===== src/sv/pmp_pkg.sv =====
// Package for the position motion profile generator.
// Holds shared constants, codes, the iterative unit request type and saturation helpers.
// No dependencies.
package pmp_pkg;

  localparam int ValueWidth    = 32;
  localparam int FractionBits  = 16;
  localparam int StepFracBits  = 24;
  localparam int MulWidth      = 33;
  localparam int ProdWidth     = 2 * MulWidth;
  localparam int IterSteps     = 32;
  localparam int DefaultTolInt = ((1 << FractionBits) + 500) / 1000;
  localparam int MinStepInt    = (1 << StepFracBits) / 1000000 + 1;

  localparam logic [32:0] DefaultTol  = 33'(DefaultTolInt);
  localparam logic [23:0] MinTimeStep = 24'(MinStepInt);

  typedef enum logic [1:0] {
    OpTick   = 2'd0,
    OpTarget = 2'd1,
    OpReset  = 2'd2
  } op_e;

  typedef enum logic [2:0] {
    CfgMode  = 3'd0,
    CfgRate  = 3'd1,
    CfgAccel = 3'd2,
    CfgJerk  = 3'd3,
    CfgTol   = 3'd4
  } cfg_idx_e;

  typedef enum logic [1:0] {
    ModePass   = 2'd0,
    ModeTrap   = 2'd1,
    ModeScurve = 2'd2
  } mode_e;

  typedef struct packed {
    logic start;
    logic is_sqrt;
  } iter_req_t;

  function automatic logic signed [31:0] sat32(input logic signed [35:0] x);
    logic signed [31:0] r;
    if (x > 36'sd2147483647) begin
      r = 32'sh7FFFFFFF;
    end else if (x < -36'sd2147483648) begin
      r = 32'sh80000000;
    end else begin
      r = x[31:0];
    end
    return r;
  endfunction

  function automatic logic [32:0] mag32(input logic signed [31:0] x);
    logic signed [32:0] w;
    w = {x[31], x};
    return x[31] ? 33'(-w) : 33'(w);
  endfunction

  // Clamp a difference to plus or minus the allowed step.
  function automatic logic signed [34:0] slew(input logic signed [34:0] diff,
                                               input logic [31:0] step);
    logic [34:0] m;
    logic signed [34:0] s;
    m = diff[34] ? 35'(-diff) : 35'(diff);
    s = $signed({3'b000, step});
    if (m > {3'b000, step}) begin
      return diff[34] ? -s : s;
    end
    return diff;
  endfunction

endpackage


===== src/sv/pmp_mul.sv =====
// Shared 33 by 33 bit unsigned multiplier with a registered product.
// Depends on pmp_pkg.
module pmp_mul (
  input  logic                           clk_i,
  input  logic                           en_i,
  input  logic [pmp_pkg::MulWidth-1:0]   a_i,
  input  logic [pmp_pkg::MulWidth-1:0]   b_i,
  output logic [pmp_pkg::ProdWidth-1:0]  p_o
);
  import pmp_pkg::*;

  logic [ProdWidth-1:0] p_q;

  always_ff @(posedge clk_i) begin
    if (en_i) begin
      p_q <= ProdWidth'(a_i) * ProdWidth'(b_i);
    end
  end

  assign p_o = p_q;

endmodule


===== config.mk =====
export PLATFORM = sky130hd
export DESIGN_NAME = pmp_mul
export DESIGN_NICKNAME = d
export VERILOG_FILES = /design/src/sv/pmp_pkg.sv /design/src/sv/pmp_mul.sv
export SDC_FILE = /design/constraint.sdc
export NUM_CORES = 2
export LEC_CHECK = 0
export BUFFER_PORTS_ARGS = -buffer_cell sky130_fd_sc_hd__buf_2
export CORE_MARGIN = 4
export CORE_UTILIZATION = 70
export DETAILED_ROUTE_END_ITERATION = 12
export PLACE_DENSITY = 0.86
export SLEW_MARGIN = 20
export SYNTH_ARGS = -nofsm -noshare
export SYNTH_HDL_FRONTEND = slang
export SYNTH_SLANG_ARGS = --single-unit

===== constraint.sdc =====
create_clock -name clk_i -period 28.2 [get_ports clk_i]
set_input_delay 5.64 -clock clk_i [delete_from_list [all_inputs] [get_ports clk_i]]
set_output_delay 5.64 -clock clk_i [all_outputs]
set_load 0.03 [all_outputs]

==> results.cfg <==
[placed_design]
placement.io_buffers = 133
place_hpwl_um = 75000
gp_congestion = 0.956
place_inst = 4669

[layout]
area_growth_pct = 3.01
final_common_cell = inv_1
multiInputGateArea_um2 = 30600
finalNonFillerCells = 4689
final_cell_mix = 1048 x inv_1, 958 x fa_1, 574 x and2_1, 567 x nand2_1, 265 x ha_1
nNetsFinal = 5283
largest_reg_flops = 66
drive_above_1_share_pct = 4.13
nFillCells = 3761
seq_area_um2 = 1980

[timing]
whs_ps = 6000
max_slew_margin_pct = 37.9
min_period_over_period_pct = 48.1
setup_viol = 0
fin_crit_ps = 13550
drv_slew = 0
max_freq_ghz = 0.0738
grt_setup_unrepaired = false
worst_pin_slew_ps = 931
hold_viol = 0
fin_setup_tns_ps = 0

[grt]
antenna_found_initial = 6
grt_pass1_vias = 30500
grt_first_pass_wirelength_um = 156000
overflow = 0
grt_usage_pct = 35.2
grt_max_degree = 67

[floorplanning]
row_count = 84
core_um2 = 52700
start_util_pct = 70.8
die_x_um = 239
die_h_um = 239
dieArea_um2 = 57000
ios = 134

[critical_path]
critPathLaunch = a_i[16]
cp.required_ps = 28290
worst-path-max-fanout = 33
start_kind = input port
critPathCaptureType = register
crit_end = p_o[58]
critical_path_class = input port to register
worstPathArrival_ps = 13640

[synthesis]
yosys_warnings = 0
ys_types = 57
postSynthCellCount = 4048
yosysSeqAreaShare_pct = 5.32
synth_flop_cell = edfxtp_1
syn-cell-area_um2 = 37300
syn_avg_cell_area_um2 = 9.21
ys_ff_latch = 66
synth_edf_count = 66
syn-num-nets = 5339
synth-async-reset-ratio_pct = 0

[hold_path]
hold_path_class = input port to register
worstHoldPathCells = 2
holdCritStartpoint = b_i[0]

[drt]
vias = 27500
ant_nets = 0
dr.pass1.iters = 6
drc = 0
drtIter0Drc = 1948
wire_per_inst_um = 20.5
totalWireLength_um = 96000
viasPerCell = 5.86

[run_status]
outcome = completed

[clocking]
cts_buffers = 9
holdBufCountCts = 0
clock_path_buffers = 2
root_buffer = clkbuf_16
cts_setup_buffers = 0
cts_resized = 0
cts_tree = built
h-tree-depth = 3
cts.sinks = 66
clk_pin_slew_ps = 60

[flow_run]
drv_cap = 0
-- cell type report --
type                            instances  area share [%]
Multi-Input combinational cell       2722            79.6
Inverter                             1049            10.3
Sequential cell                        66            5.16
Tap cell                              688            2.24
Timing Repair Buffer                  144            1.95
Clock buffer                           10           0.596
Clock inverter                          6           0.173
Antenna cell                            4          0.0261
-- how the worst min path moves through the flow --
stage                  end  slack [ps]
floorplan           p_o[0]        5750
global placement    p_o[7]        6120
detailed placement  p_o[7]        6120
CTS                 p_o[0]        5970
global route        p_o[0]        6000
finish              p_o[0]        6000
-- worst max-delay path, stage by stage --
cell and delay, ps:
buf_2 640, nand2_1 210, fa_1 530, fa_1 540, fa_1 540, fa_1 530
inv_1 60, fa_1 580, fa_1 440, fa_1 560, inv_1 70, fa_1 480
inv_1 40, ha_1 370, nand2_1 130, or4_1 500, or3_1 380, o22ai_1 300
o211a_1 250, o21ai_2 90, nand3b_4 180, o31a_1 330, o21ai_2 140, xor2_1 70
-- synth_stat cells, types with 2 or more instances --
cell type | number | share of area, %
nand2_1 | 567 | 5.7
xnor2_1 | 41 | 0.96
o21ai_0 | 15 | 0.20
and2_1 | 574 | 9.6
a221oi_1 | 2 | 0.047
fa_1 | 958 | 51
buf_2 | 2 | 0.027
or3_1 | 2 | 0.034
o211ai_1 | 2 | 0.040
nand2b_1 | 2 | 0.034
o31a_1 | 2 | 0.047
nor2_1 | 33 | 0.33
o21ai_1 | 23 | 0.31
a211o_1 | 2 | 0.047
nor3_1 | 4 | 0.054
and3_1 | 7 | 0.12
a21boi_1 | 3 | 0.060
o21bai_1 | 8 | 0.16
nand3_1 | 10 | 0.13
o21a_1 | 7 | 0.14
edfxtp_1 | 66 | 5.3
nor4_1 | 2 | 0.034
a31oi_1 | 6 | 0.10
nand4_1 | 16 | 0.27
o21ai_2 | 2 | 0.047
ha_1 | 265 | 8.9
inv_1 | 1048 | 11
clkbuf_1 | 209 | 2.1
a21oi_1 | 73 | 0.98
xor2_1 | 24 | 0.56
o41ai_1 | 2 | 0.047
nor2b_1 | 6 | 0.10
a211oi_1 | 5 | 0.10
a21o_1 | 31 | 0.62
a31o_1 | 2 | 0.047
and4_1 | 4 | 0.094
o31ai_1 | 3 | 0.060
-- logic make-up (layout without fill, tap and decap cells) --
logic type	count (synthesis)	after routing	synth area share, %
other cells	0	4	0
flops	66	66	5.32
compound gates	201	201	3.39
fa+ha+maj	1223	1223	60.4
buf+inv	1260	1209	12.7
xor+xnor	65	65	1.53
simple gates	1233	1233	16.7
-- through the flow --
stage	instance area (um^2)	util [%]	setup slack [ps]
after detailed placement	38100	72.3	14400
final	38400	72.9	14650
after global routing	38400	72.9	14400
after CTS	38400	72.9	14770
after floorplan	37300	-	15330
after global placement	38100	72.3	14520
-- layer usage --
layer	routed length, um	GRT usage, %	vias up
met5	27	0	-
met4	8280	23.5	4
met3	8940	6.18	455
met2	46900	58.8	1607
met1	31800	42.1	14000
li1	-	-	11500
Power is not shown: default switching activity piles up to over one toggle a cycle in this logic, so the estimate is an artifact.
