==> src/sv/pmp_pkg.sv <==
// Package for the position motion profile generator.
// Holds shared constants, codes, the iterative unit request type and saturation helpers.
// No dependencies.
package pmp_pkg;

  localparam int ValueWidth    = 32;
  localparam int FractionBits  = 16;
  localparam int StepFracBits  = 24;
  localparam int MulWidth      = 33;
  localparam int ProdWidth     = 2 * MulWidth;
  localparam int IterSteps     = 32;
  localparam int DefaultTolInt = ((1 << FractionBits) + 500) / 1000;
  localparam int MinStepInt    = (1 << StepFracBits) / 1000000 + 1;

  localparam logic [32:0] DefaultTol  = 33'(DefaultTolInt);
  localparam logic [23:0] MinTimeStep = 24'(MinStepInt);

  typedef enum logic [1:0] {
    OpTick   = 2'd0,
    OpTarget = 2'd1,
    OpReset  = 2'd2
  } op_e;

  typedef enum logic [2:0] {
    CfgMode  = 3'd0,
    CfgRate  = 3'd1,
    CfgAccel = 3'd2,
    CfgJerk  = 3'd3,
    CfgTol   = 3'd4
  } cfg_idx_e;

  typedef enum logic [1:0] {
    ModePass   = 2'd0,
    ModeTrap   = 2'd1,
    ModeScurve = 2'd2
  } mode_e;

  typedef struct packed {
    logic start;
    logic is_sqrt;
  } iter_req_t;

  function automatic logic signed [31:0] sat32(input logic signed [35:0] x);
    logic signed [31:0] r;
    if (x > 36'sd2147483647) begin
      r = 32'sh7FFFFFFF;
    end else if (x < -36'sd2147483648) begin
      r = 32'sh80000000;
    end else begin
      r = x[31:0];
    end
    return r;
  endfunction

  function automatic logic [32:0] mag32(input logic signed [31:0] x);
    logic signed [32:0] w;
    w = {x[31], x};
    return x[31] ? 33'(-w) : 33'(w);
  endfunction

  // Clamp a difference to plus or minus the allowed step.
  function automatic logic signed [34:0] slew(input logic signed [34:0] diff,
                                               input logic [31:0] step);
    logic [34:0] m;
    logic signed [34:0] s;
    m = diff[34] ? 35'(-diff) : 35'(diff);
    s = $signed({3'b000, step});
    if (m > {3'b000, step}) begin
      return diff[34] ? -s : s;
    end
    return diff;
  endfunction

endpackage

==> src/sv/pmp_iter.sv <==
// Shared restoring unit: square root of a 64-bit value or 57-by-24 bit division.
// One result bit per cycle, 32 result bits in all. Depends on pmp_pkg.
module pmp_iter (
  input  logic                clk_i,
  input  logic                rst_ni,
  input  pmp_pkg::iter_req_t  req_i,
  input  logic [63:0]         radicand_i,
  input  logic [23:0]         divisor_i,
  output logic                done_o,
  output logic [31:0]         result_o
);
  import pmp_pkg::*;

  logic        busy_q, done_q, sqrt_q;
  logic [4:0]  cnt_q;
  logic [34:0] rem_q, rem_sh, trial, rem_nx;
  logic [63:0] work_q;
  logic [31:0] res_q;
  logic [23:0] div_q;
  logic        ge;

  always_comb begin
    rem_sh = sqrt_q ? {rem_q[32:0], work_q[63:62]} : {rem_q[33:0], work_q[63]};
    trial  = sqrt_q ? {1'b0, res_q, 2'b01} : {11'b0, div_q};
    ge     = rem_sh >= trial;
    rem_nx = ge ? rem_sh - trial : rem_sh;
  end

  always_ff @(posedge clk_i or negedge rst_ni) begin
    if (!rst_ni) begin
      busy_q <= 1'b0;
      done_q <= 1'b0;
      cnt_q  <= '0;
    end else begin
      done_q <= 1'b0;
      if (req_i.start) begin
        busy_q <= 1'b1;
        cnt_q  <= '0;
      end else if (busy_q) begin
        cnt_q <= cnt_q + 5'd1;
        if (cnt_q == 5'(IterSteps - 1)) begin
          busy_q <= 1'b0;
          done_q <= 1'b1;
        end
      end
    end
  end

  always_ff @(posedge clk_i) begin
    if (req_i.start) begin
      sqrt_q <= req_i.is_sqrt;
      rem_q  <= req_i.is_sqrt ? '0 : {10'b0, radicand_i[56:32]};
      work_q <= req_i.is_sqrt ? radicand_i : {radicand_i[31:0], 32'b0};
      res_q  <= '0;
      div_q  <= divisor_i;
    end else if (busy_q) begin
      rem_q  <= rem_nx;
      res_q  <= {res_q[30:0], ge};
      work_q <= sqrt_q ? {work_q[61:0], 2'b00} : {work_q[62:0], 1'b0};
    end
  end

  assign done_o   = done_q;
  assign result_o = res_q;

endmodule

==> config.mk <==
export PLATFORM = sky130hd
export DESIGN_NAME = pmp_iter
export DESIGN_NICKNAME = d
export VERILOG_FILES = /design/src/sv/pmp_pkg.sv /design/src/sv/pmp_iter.sv
export SDC_FILE = /design/constraint.sdc
export NUM_CORES = 1
export LEC_CHECK = 0
export BUFFER_PORTS_ARGS = -buffer_cell sky130_fd_sc_hd__buf_4
export CELL_PAD_IN_SITES_DETAIL_PLACEMENT = 0
export CELL_PAD_IN_SITES_GLOBAL_PLACEMENT = 2
export CORE_ASPECT_RATIO = 0.5
export CORE_UTILIZATION = 38
export CTS_CLUSTER_SIZE = 12
export DETAILED_ROUTE_END_ITERATION = 6
export GPL_TIMING_DRIVEN = 0
export PLACE_DENSITY_LB_ADDON = 0.25
export SLEW_MARGIN = 40
export SYNTH_ARGS = -nofsm -noshare
export SYNTH_HDL_FRONTEND = slang
export SYNTH_SLANG_ARGS = --single-unit
==> constraint.sdc <==
create_clock -name clk_i -period 5.3 [get_ports clk_i]
set_input_delay 1.06 -clock clk_i [delete_from_list [all_inputs] [get_ports clk_i]]
set_output_delay 1.06 -clock clk_i [all_outputs]
set_load 0.1 [all_outputs]
==> flow_summary.yaml, run 1 <==
outcome:
  status: "completed"
clock_network:
  cts_sinks: 162
  clk_pin_slew_ns: 0.06
  insertion_delay_ns: 0.45
  cts-root-buf: "clkbuf_16"
  cts_tree: "built"
  ctsHoldBuffers: 0
  cts_buffers: 17
  clockBufferDepth: 2
  htree_levels: 4
layout:
  utilization_pct: 47.1
  syn2layout_area_growth_pct: 20.3
  drive_gt1_share_pct: 18.9
  instances_no_fill: 1467
  n_antenna_cell: 0
  fin_nets: 1239
  finalInstanceArea_sq_um: 12000
global_routing:
  grt_pass1_vias: 7767
  grt_pass1_wl_um: 44900
  grt_max_degree: 39
  grt_overflow: 0
  antenna_found_initial: 0
  track_usage_pct: 22.5
floorplanning:
  die_y_um: 117
  start_util_pct: 39.2
  die_w_um: 232
  coreArea_sq_um: 25500
  dieArea_sq_um: 27000
  ios: 125
  num_rows: 41
synth:
  synth_cell_type_count: 65
  ys_ff_latch: 162
  async_flop_share_pct: 4.32
  synthCells: 962
  ys.flop_type: "edfxtp_1"
  synth_edf_count: 123
  synth-seq-area-share_pct: 45.0
  yosys_warnings: 0
  synthesis.area_sq_um: 10000
  syn_avg_cell_area_sq_um: 10.4
  syn_nets: 1091
timing:
  setup_viol: 0
  tightest_slew_ns: 0.854
  slew_violations: 0
  fmax_ghz: 0.201
  hold_violations: 0
  min_period_ns: 4.97
  rsz0062_at_grt: "false"
  slew_headroom_pct: 43.0
  post-route-period-util_pct: 93.8
  clock_skew_ns: 0.00917
  hold_slack_ns: 0.412
hold_path:
  hp-class: "in2async"
run:
  drv_cap: 0
pwr:
  power.density_nw_per_um2: 505
  seqPwrFrac_pct: 28.5
  ir_drop_mv: 0.291
  power_frac_clock_pct: 20.9
  p_sw_w: 0.00243
  p_int_w: 0.00365
  p_leak_nw: 5.18
  pwr-share-comb_pct: 50.6
  switching_share_pct: 40.0
  p_total_w: 0.00608
worst_setup_path:
  cp.required_ns: 5.50
  r2r_slack_ns: 0.33
  cp-end-kind: "flip-flop"
  crit_type: "reg2reg"
  rr_worst_depth: 16
  reg2reg_from: "sqrt_q"
  crit_fanout: 10
  arrival_ns: 5.18
  start_kind: "flip-flop"
  worstReg2RegEnd: "rem_q[32]"
routing:
  viasPerCell: 5.46
  drc: 0
  finalWirelength_um: 29800
  dr.pass1.iters: 5
  vias: 8012
  dr.first_iter.drc_count: 671
  post_drt_wl_per_cell_um: 20.3
  ant_nets: 0
placed_design:
  place.port_buffers: 124
  placed_area_sq_um: 11400
  placed_cells: 1432
  gp_congestion: 0.930
  dpl.hpwl_um: 22800
## worst max-delay path by stage
| stage | slack [ns] | start | to |
|---|---|---|---|
| floorplan | 0.68 | sqrt_q | rem_q[29] |
| global placement | -0.89 | sqrt_q | rem_q[24] |
| detailed placement | -0.91 | sqrt_q | rem_q[24] |
| CTS | 0.03 | sqrt_q | rem_q[24] |
| global route | 0.01 | sqrt_q | rem_q[32] |
| finish | 0.33 | sqrt_q | rem_q[32] |
## what timing repair did
action	CTS	global route
gates resized for setup	4	0
endpoints found under the hold margin	0	0
setup buffers	0	4
endpoints found under the setup margin	35	34
gates cloned	0	0
## placed cells by master (no fill, tap or decap), types with 12 or more instances in the layout
| cell type | count |
|---|---|
| a211oi_1 | 34 |
| a21oi_1 | 69 |
| buf_1 | 12 |
| buf_4 | 130 |
| clkbuf_1 | 38 |
| clkbuf_16 | 17 |
| dfxtp_1 | 32 |
| edfxtp_1 | 123 |
| ha_1 | 36 |
| mux2_2 | 34 |
| mux2i_1 | 147 |
| nand2_1 | 92 |
| nor2_1 | 62 |
| nor2b_1 | 37 |
| o21ai_0 | 50 |
| o21ai_1 | 23 |
| xnor2_1 | 20 |
## critical path, cell delays in order, from the launching register on
cell      delay [ns]
edfxtp_1        0.38
buf_4           0.16
clkbuf_1        0.48
clkbuf_1        0.60
or2_2           0.23
ha_1            0.18
inv_1           0.06
fa_1            0.44
a211oi_1        0.23
o21bai_1        0.17
and3_1          0.22
o31ai_1         0.35
a31oi_1         0.25
a21boi_1        0.28
o21ai_0         0.20
and4b_1         0.22
a211o_1         0.26
## synth_stat cells (5+ instances only)
| library cell | n | area (sq um) |
|---|---|---|
| edfxtp_1 | 123 | 3690 |
| ha_1 | 36 | 450 |
| o21ai_1 | 23 | 115 |
| a21o_1 | 8 | 60.1 |
| and3_1 | 11 | 68.8 |
| buf_1 | 15 | 56.3 |
| o21ai_0 | 50 | 250 |
| xor2_1 | 11 | 96.3 |
| nand2_1 | 93 | 349 |
| a21oi_1 | 69 | 345 |
| nor2b_1 | 37 | 231 |
| nand2b_1 | 5 | 31.3 |
| nor3_1 | 8 | 40.0 |
| nor2_1 | 62 | 233 |
| dfxtp_1 | 32 | 641 |
| clkbuf_1 | 39 | 146 |
| mux2_2 | 34 | 383 |
| a211oi_1 | 34 | 255 |
| xnor2_1 | 20 | 175 |
| mux2i_1 | 147 | 1470 |
| dfrtp_1 | 7 | 175 |
| nand3_1 | 7 | 35.0 |
| o21a_1 | 7 | 52.6 |
| inv_1 | 10 | 37.5 |
## logic make-up after synthesis
group                    count (synthesis)  synth area share (%)
AND/OR/NAND/NOR                        245                  11.5
multiplexers                           181                  18.5
flip-flops                             162                  45.0
buffers and inverters                   71                  2.92
AO/OA/AOI/OAI                          235                  14.6
XOR/XNOR                                31                  2.71
adder cells (fa/ha/maj)                 37                  4.70
## per-stage QoR
| stage | TNS [ns] | setup slack, ns |
|---|---|---|
| after CTS | 0 | 0.0277 |
| final | 0 | 0.328 |
| after global placement | -71.82 | -0.891 |
| after detailed placement | -27.78 | -0.910 |
| after global routing | 0 | 0.0117 |
| after floorplan | 0 | 0.681 |
## state kept, by name (all words and copies together), names as in the netlist
| register | count |
|---|---|
| div_q | 24 |
| work_q | 64 |
| cnt_q | 5 |
| sqrt_q | 1 |
| busy_q | 1 |
| rem_q | 34 |
| result_o | 32 |
| done_o | 1 |
## layout make-up
class	count	area [sq um]
repair buffers	130	1000
well taps	344	430
flip-flops and latches	162	4510
clock buffers	18	429
clock inverters	14	160
inverters	10	37.5
plain buffers	60	256
multi-input cells	729	5220
fillers	2467	13500
## layer usage
| layer | track usage (%) | up-vias | routed length (um) |
|---|---|---|---|
| met5 | 0 | - | 0 |
| met4 | 5.83 | 0 | 290 |
| met3 | 4.53 | 18 | 1810 |
| met2 | 32.5 | 222 | 12300 |
| met1 | 33.9 | 3884 | 15400 |
| li1 | - | 3888 | - |
## power by group through the flow
stage	Combinational (W)	Clock (W)	Sequential (W)
after floorplan	0.00222	0	0.00177
after global placement	0.00301	0	0.00175
after detailed placement	0.00301	0	0.00176
after CTS	0.00304	0.00129	0.00173
after global routing	0.00337	0.00134	0.00176
final	0.00308	0.00127	0.00173
(Power assumes the default switching activity.)
==> run 2: changes to the inputs <==
--- a/config.mk
+++ b/config.mk
@@ -5,13 +5,13 @@
 export SDC_FILE = /design/constraint.sdc
 export NUM_CORES = 1
 export LEC_CHECK = 0
-export BUFFER_PORTS_ARGS = -buffer_cell sky130_fd_sc_hd__buf_4
 export CELL_PAD_IN_SITES_DETAIL_PLACEMENT = 0
 export CELL_PAD_IN_SITES_GLOBAL_PLACEMENT = 2
 export CORE_ASPECT_RATIO = 0.5
-export CORE_UTILIZATION = 38
+export CORE_UTILIZATION = 42
 export CTS_CLUSTER_SIZE = 12
 export DETAILED_ROUTE_END_ITERATION = 6
+export DONT_BUFFER_PORTS = 1
 export GPL_TIMING_DRIVEN = 0
 export PLACE_DENSITY_LB_ADDON = 0.25
 export SLEW_MARGIN = 40
==> run 2 against run 1 <==
Effect of this change:
- the flow now finishes with violations (DRC)
- highest routed layer unchanged
- global-route usage up 2.4 points
- sequential power increased by 4%
- non-clock buffer count decreased by 126
- sequential share of layout area increased by 3.7 points
- utilization up 0.75 points
- hold slack got worse by 0.12 ns
- power down 2.4%
- clock skew increased by 0.0053 ns
- flip-flop and latch count is the same
==> flow_summary.yaml, run 2 (synthesized netlist as in run 1, its figures left out) <==
outcome:
  status: "finished, violations left"
  failed_checks: "DRC"
worst_setup_path:
  max_stage_delay_ns: 0.51
  cp-end-kind: "flip-flop"
  crit_type: "reg2reg"
  worstPathCellList: "clkbuf_2 > buf_2 > buf_2 > mux2i_1 > ha_1 > buf_6 > a2111o_1 > o21ai_1 > o2111ai_1 > nand2_2 > o21ai_4 > a31oi_4 > buf_4 > mux2i_1 > o22ai_1"
  crit_fanout: 10
  slowest_stage: "mux2i_1"
  cp.required_ns: 5.47
  reg2reg_from: "sqrt_q"
  start_kind: "flip-flop"
  arrival_ns: 5.29
  cp-startpoint: "sqrt_q"
routing:
  dr.pass1.iters: 7
  finalWirelength_um: 29300
  viasPerCell: 5.79
  ant_nets: 0
  dr.first_iter.drc_count: 665
  vias: 7545
  post_drt_wl_per_cell_um: 22.5
  drc: 6
layout:
  fin_nets: 1113
  largest_reg_flops: 64
  top_register: "work_q"
  syn2layout_area_growth_pct: 10.4
  drive_gt1_share_pct: 11.5
  layout_commonest_cell: "mux2i_1"
  n_antenna_cell: 0
  instances_no_fill: 1304
  layout_common_cells: "147 x mux2i_1, 123 x edfxtp_1, 92 x nand2_1, 69 x a21oi_1, 62 x nor2_1"
global_routing:
  grt_max_degree: 35
  grt_pass1_wl_um: 44900
  grt_overflow: 0
  antenna_found_initial: 0
  grt_pass1_vias: 7590
  track_usage_pct: 24.9
timing:
  setup_tns_ns: 0
  fmax_ghz: 0.195
  min_period_ns: 5.12
  hold_violations: 0
  setup_viol: 0
  clock_skew_ns: 0.0144
  post-route-period-util_pct: 96.6
  slew_violations: 0
  tightest_slew_ns: 0.858
  rsz0062_at_grt: "false"
  layout_setup_ws_ns: 0.182
  slew_headroom_pct: 42.8
floorplanning:
  start_util_pct: 43.4
  dieArea_sq_um: 24500
  coreArea_sq_um: 23100
  ios: 125
  die_w_um: 220
  num_rows: 39
  die_y_um: 111
clock_network:
  insertion_delay_ns: 0.47
  cts-root-buf: "clkbuf_16"
  clockBufferDepth: 2
  cts_tree: "built"
  cts_buffers: 17
  clk_pin_slew_ns: 0.06
  cts_sinks: 162
  htree_levels: 4
placed_design:
  dpl.hpwl_um: 22300
  place_ws_ns: -1.13
  placed_cells: 1271
  place.port_buffers: 0
  gp_congestion: 0.903
pwr:
  p_total_w: 0.00593
  ir_drop_mv: 0.243
  power.density_nw_per_um2: 537
  p_leak_nw: 4.55
run:
  drv_cap: 0
hold_path:
  hp-class: "in2async"
[run 2: changes by cell type in the layout (fill, tap and decap cells not counted), sizes merged]
cell,change
clkbuf,+4
bufinv,-1
buf,-126
clkinv,-3
[run 2: layer usage]
| metal | GRT usage, % | share of wire [%] | vias up |
|---|---|---|---|
| li1 | - | - | 3618 |
| met1 | 38.4 | 53 | 3682 |
| met2 | 32.6 | 38 | 223 |
| met3 | 7.96 | 7.8 | 22 |
| met4 | 6.39 | 1.1 | 0 |
| met5 | 0 | 0 | - |
[run 2: stage by stage]
stage | utilization (%) | area [sq um] | hold WS, ns
after floorplan | - | 10000 | 0.493
after global placement | 45.0 | 10400 | 0.512
after detailed placement | 45.4 | 10500 | 0.530
after CTS | 47.9 | 11100 | 0.267
after global routing | 47.9 | 11100 | 0.267
final | 47.9 | 11100 | 0.292
[run 2: area by class of cell]
cell class                      count  area, sq um
Sequential cell                   162         4550
Inverter                           10         37.5
Multi-Input combinational cell    729         5220
Clock buffer                       22          444
Timing Repair Buffer                4         55.1
Clock inverter                     10          108
Buffer                             60          256
Fill cell                        2166        12000
Tap cell                          307          384
[run 2: final timing paths]
| path | endpoint | slack, ns | depth (start not counted) |
|---|---|---|---|
| max in group asynchronous | done_o | 4.93 | 0 |
| min in group clk_i | cnt_q[4] | 0.54 | 2 |
| max | rem_q[24] | 0.18 | 15 |
| min | cnt_q[2] | 0.29 | 0 |
| max reg2reg | rem_q[24] | 0.18 | 15 |
| min reg2reg | cnt_q[4] | 0.54 | 2 |
[run 2: power by group]
group	total [W]	internal (W)	switching, W
logic	0.00291	0.00123	0.00168
registers	0.00180	0.00163	0.000167
clock network	0.00122	0.000690	0.000533
total	0.00593	0.00355	0.00238
[run 2: timing repair]
action / CTS / global route
endpoints found under the setup margin: 35 / 0
resized for setup: 4 / 0
buffers inserted: 2 / 0
hold buffers: 0 / 0
[run 2: worst max-delay path, delay by kind of cell, from the launching register on]
kind	cells	cell delay (ns)
AOI/OAI and AO/OA	6	1.53
buffers and inverters	5	1.57
adders and majority gates	1	0.34
and+or+nand+nor	1	0.16
DFF	1	0.38
muxes	2	0.83
